<file path="config.mk">
export PLATFORM = sky130hd
export DESIGN_NAME = hfbi_modred
export DESIGN_NICKNAME = d
export VERILOG_FILES = /design/src/sv/hfbi_modred.sv
export SDC_FILE = /design/constraint.sdc
export NUM_CORES = 1
export LEC_CHECK = 0
export BUFFER_PORTS_ARGS = -buffer_cell sky130_fd_sc_hd__buf_2
export CAP_MARGIN = 0
export CORE_ASPECT_RATIO = 1.5
export CORE_MARGIN = 5
export CORE_UTILIZATION = 50
export DETAILED_ROUTE_END_ITERATION = 12
export PLACE_DENSITY = 0.86
export SYNTH_ARGS = -nofsm -noshare
export SYNTH_HDL_FRONTEND = slang
export SYNTH_SLANG_ARGS = --single-unit
</file>
<file path="constraint.sdc">
create_clock -name clock -period 2.2 [get_ports clock]
set_input_delay 0.22 -clock clock [delete_from_list [all_inputs] [get_ports clock]]
set_output_delay 0.22 -clock clock [all_outputs]
set_load 0.03 [all_outputs]
</file>
<file path="src/sv/hfbi_modred.sv">
// ----------------------------------------------------------------------------
// hfbi_modred
// Bit-serial remainder unit: one dividend bit per cycle, restoring form.
// ----------------------------------------------------------------------------
`default_nettype none

module hfbi_modred #(
   parameter int DW = 10,
   parameter int VW = 11
) (
   input  logic          clock,
   input  logic          reset,
   input  logic          start,
   input  logic [DW-1:0] dividend,
   input  logic [VW-1:0] divisor,
   output logic          busy,
   output logic [VW-1:0] remainder
);

   localparam int NW = $clog2(DW + 1);

   logic [NW-1:0] cnt_ff, cnt_in;
   logic [DW-1:0] dvd_ff, dvd_in;
   logic [VW-1:0] dvs_ff, dvs_in;
   logic [VW-1:0] rem_ff, rem_in;
   logic [VW:0]   shifted;

   assign busy      = (cnt_ff != '0);
   assign remainder = rem_ff;

   // The partial remainder stays below the divisor, so one subtract per bit
   // brings it back into range.
   always_comb begin
      shifted = {rem_ff, dvd_ff[DW-1]};
      cnt_in  = cnt_ff;
      dvd_in  = dvd_ff;
      dvs_in  = dvs_ff;
      rem_in  = rem_ff;
      if (start) begin
         cnt_in = NW'(DW);
         dvd_in = dividend;
         dvs_in = divisor;
         rem_in = '0;
      end else if (busy) begin
         cnt_in = cnt_ff - NW'(1);
         dvd_in = dvd_ff << 1;
         if (shifted >= {1'b0, dvs_ff}) begin
            rem_in = VW'(shifted - {1'b0, dvs_ff});
         end else begin
            rem_in = shifted[VW-1:0];
         end
      end
   end

   always_ff @(posedge clock) begin
      if (reset) begin
         cnt_ff <= '0;
      end else begin
         cnt_ff <= cnt_in;
      end
   end

   always_ff @(posedge clock) begin
      dvd_ff <= dvd_in;
      dvs_ff <= dvs_in;
      rem_ff <= rem_in;
   end

endmodule

`default_nettype wire

</file>
# After elaboration in Yosys (flattened, before gate mapping)
# Index checks and enable logic that the tools add are counted.
# classes
add_sub_neg	2
n_lt_le_gt_ge	1
mux	5
n_reduce_logical	3
# op_table
operator	n
$mux W10	2
$ge A12 B11 Y1	1
$mux W11	1
$sub A11 B11 Y11	1
$mux W4	2
$reduce_bool A4 Y1	1
$sub A4 B1 Y4 const B	1
$reduce_bool A2 Y1	1
$reduce_or A2 Y1	1
# totals
reg_bits	36
input_bits	24
output_inout_bits	12
wordCells	16

# Depth between registers and ports, before layout
# depth
word_depth	3
mapped_depth	10
mapped_depth_nobuf	9

# Worst setup path before layout
# Ideal clock, no wire load.
# synth_timing
path_type	register to register
startpoint	register rem_ff[0] (netlist: remainder[0])
endpoint	register rem_ff[9] (netlist: remainder[9])
setup_time_ps	117
arrival_ps	2284
required_ps	2083
slack_ps	-201
stages_incl_launch_ff	10
period_less_slack_ps	2401
cell_sequence	dfxtp_1 > inv_1 > fa_1 > and2b_1 > o22ai_2 > a211o_1 > nand2_2 > buf_6 > o21ai_0 > a32o_1
# synth_between
elab_chain_len	2
# synth_rtl
element	line_no	source
start, declared	25	logic [VW-1:0] rem_ff, rem_in;
start signal, assigned	66	rem_ff <= rem_in;
$sub A11 B11 Y11 / $ge A12 B11 Y1 (equally long branches)	48, 47	
$mux W11 *	47	if (shifted >= {1'b0, dvs_ff}) begin
# Every way passes the cells marked *; elsewhere a longest branch is shown, timed or not.
# A chain may end at the register's enable or synchronous reset.

# Worst setup path in the final report
# layout_timing
startpoint	register dvd_ff[9]
endpoint	register rem_ff[8] (netlist: remainder[8])
# layout_between
elab_chain_len	2
# layout_rtl
element	line_no	source
start, declared	23	logic [DW-1:0] dvd_ff, dvd_in;
start signal, assigned	64	dvd_ff <= dvd_in;
$sub A11 B11 Y11 / $ge A12 B11 Y1 (equally long branches)	48, 47	
$mux W11 *	47	
# Marked as above.

==> flow_summary.toml <==
[run_status]
status = "finished clean"

[worst_hold_path]
hold_start = "divisor[2]"
min_path_type = "in2reg"
hold_depth = 1
min_delay_worst_endpoint = "dvs_ff[2]"

[layout]
final_cell_count_no_fill = 295
syn_to_final_growth_pct = 27.6
fin_nets = 285
antennaDiodeCount = 0
fin_util_pct = 64.4
drive_above_1_share_pct = 36.0
finalInstanceArea_mm2 = 0.00250
n_fill_cell = 307

[timing]
slew_headroom_pct = 70.5
post-route-min-period_ns = 2.19
rsz0062_at_grt = "yes"
finalClockSkew_ns = 0.00906
worst_pin_slew_ns = 0.438
setup_violations = 0
finalCritPeriodShare_pct = 99.4
fmax_ghz = 0.457
layout_setup_ws_ns = 0.0134
slew_viol_final = 0
finalHoldViolCount = 0

[clock_tree]
clock_latency_ns = 0.29
cts.htree.levels = 2
cts_tree = "done"
cts.sinks = 36
path_clk_slew_ns = 0.08
root_buffer = "clkbuf_8"
cts_made_buffers = 5
cts_buffer_depth = 2

[logic_synthesis]
postSynth.asyncResetShare_pct = 0
synth_edf_count = 21
synth.distinct_cells = 48
ys_seq_area_share_pct = 47.4
yosys.area.top_type = "edfxtp_1"
synth.avg_cell_area_um2 = 10.5
yosysWarningCount = 0
synthTopCellsByArea = "edfxtp_1 (32%), dfxtp_1 (15%), ha_1 (7.0%)"
synth_area_mm2 = 0.00196
yosysTopAreaCellShare_pct = 32.1
ys_ff_latch = 36
synth_fp_nets = 223
syn_inst = 187
synthTopCellsByCount = "edfxtp_1 (21), nor2_1 (16), dfxtp_1 (15), inv_1 (15), o21ai_0 (13)"
synthMostInstantiatedCell = "edfxtp_1"
synth-main-ff-cell = "edfxtp_1"

[setup_path]
worstReg2RegEnd = "remainder[8]"
crit_type = "reg2reg"
cp_max_fo = 4
required_ns = 2.38
reg2reg_depth = 10
critical_path_arrival_ns = 2.36
worst_setup_path_end_kind = "register"
crit_path_start_kind = "register"
r2r_setup_slack_ns = 0.01
r2r-start = "dvd_ff[9]"

[global_routing]
grtUsageTotal_pct = 19.1
antenna_found_initial = 0
grt_start_max_net_pins = 20
grt-ovfl-total = 0
grt_pass1_vias = 1695
grt_pass1_wl_um = 7580

[placed_design]
placed_area_mm2 = 0.00233
dp_cells = 283
place_ws_ns = -0.152
io_buffers = 35
gp_congestion = 0.960
dp_hpwl_um = 3290

[die]
die_area_mm2 = 0.00530
core_mm2 = 0.00389
io_pins = 36
rows = 28
die_w_um = 61.1
die_h_um = 86.7
initial_core_util_pct = 50.5

[power_and_ir_drop]
combPwrFrac_pct = 44.0
switching_share_pct = 35.8
p_switching_uw = 933
power_density_mw_per_mm2 = 1040
p_seq_share_pct = 34.0
pwr-share-clk_pct = 22.0
power.leakage_uw = 0.00110
p_int_uw = 1670
vdd_drop_max_uv = 710

[routing]
vias = 1617
wl_um = 4510
drtIter0Drc = 37
drc = 0
wl_per_cell_um = 15.3
vias_per_cell = 5.48
drt_first_pass_iters = 4
ant_nets = 0

[flow_run]
drv_cap = 0
## registers in the layout, summed over array words and instances, names as in the netlist
| register | count |
|---|---|
| cnt_ff | 4 |
| dvd_ff | 10 |
| dvs_ff | 11 |
| remainder | 11 |
## power groups by stage
stage | registers, uW | clock network (uW) | logic, uW
6_report | 886 | 573 | 1140
5_1_grt | 899 | 619 | 1250
4_1_cts | 886 | 589 | 1110
3_5_place_dp | 899 | 0 | 1050
3_3_place_gp | 897 | 0 | 1020
2_1_floorplan | 990 | 0 | 623
## kinds of logic (layout without fill, tap and decap cells)
| logic type | after synthesis | after routing | synth area share, % |
|---|---|---|---|
| simple gates | 54 | 55 | 14.1 |
| compound gates | 47 | 47 | 16.4 |
| fa+ha+maj | 12 | 12 | 8.04 |
| buf+inv | 19 | 81 | 4.02 |
| flops | 36 | 36 | 47.4 |
| mux | 15 | 15 | 8.23 |
| xor+xnor | 4 | 4 | 1.79 |
## worst max path at each step
stage               from           end  slack (ns)  cells past startpoint
3_5_place_dp   dvs_ff[0]  remainder[6]       -0.15                      8
2_1_floorplan  dvs_ff[0]  remainder[9]       -0.03                      9
5_1_grt        dvd_ff[9]  remainder[6]       -0.16                      9
6_report       dvd_ff[9]  remainder[8]        0.01                     10
3_3_place_gp   dvs_ff[0]  remainder[5]       -0.09                      8
4_1_cts        dvd_ff[9]  remainder[8]       0.009                     10
## through the flow
stage / hold slack, ns / setup TNS [ns] / power (uW)
6_report: 0.102 / 0 / 2600
5_1_grt: 0.0851 / -1.17 / 2770
3_5_place_dp: 0.398 / -1.20 / 1950
4_1_cts: 0.0903 / 0 / 2590
3_3_place_gp: 0.396 / -0.619 / 1920
2_1_floorplan: 0.289 / -0.0885 / 1610
## what timing repair did
item / 4_1_cts / 5_1_grt
endpoints found under the hold margin: 0 / 0
gates cloned: 1 / 0
resized for setup: 5 / 4
buffers inserted: 1 / 2
pin swaps: 6 / 1
setup endpoints to repair: 11 / 11
hold buffers: 0 / 0
## worst max-delay path: stages (launching register included)
cell,delay (ns)
edfxtp_1,0.34
inv_1,0.05
ha_2,0.18
fa_2,0.34
and2b_1,0.23
o22ai_2,0.08
a211o_4,0.37
buf_6,0.13
nor2b_1,0.12
o22ai_1,0.16
o21ai_1,0.08
## cell type report
class | instances | area (um^2) | share of cell area [%]
Multi-Input combinational cell | 133 | 993 | 39.7
Tap cell | 45 | 56.3 | 2.25
Clock buffer | 5 | 68.8 | 2.75
Clock inverter | 3 | 42.5 | 1.70
Timing Repair Buffer | 58 | 352 | 14.0
Inverter | 15 | 56.3 | 2.25
Sequential cell | 36 | 935 | 37.3
## placed cells by master, fill, tap and decap left out, drive strengths merged, types with 2 or more instances in the layout
cell type	n
nand2	12
a21oi	9
clkbuf	5
mux2	9
inv	15
ha	11
nand4	2
or3	2
nor2b	2
o31a	2
o21ai	13
o22ai	2
mux2i	6
dfxtp	15
o21a	4
a211oi	4
nor3	5
or2	3
nor2	16
a311oi	2
nand3	3
edfxtp	21
nand2b	4
xnor2	4
buf	58
## routing by layer
metal,global-route usage [%],vias up,part of all wire (%)
li1,-,813,-
met4,9.86,0,2.9
met3,2.68,11,4.4
met1,22.9,752,40
met2,32.0,41,53
met5,0,-,0
Power figures use the tool's default switching activity.
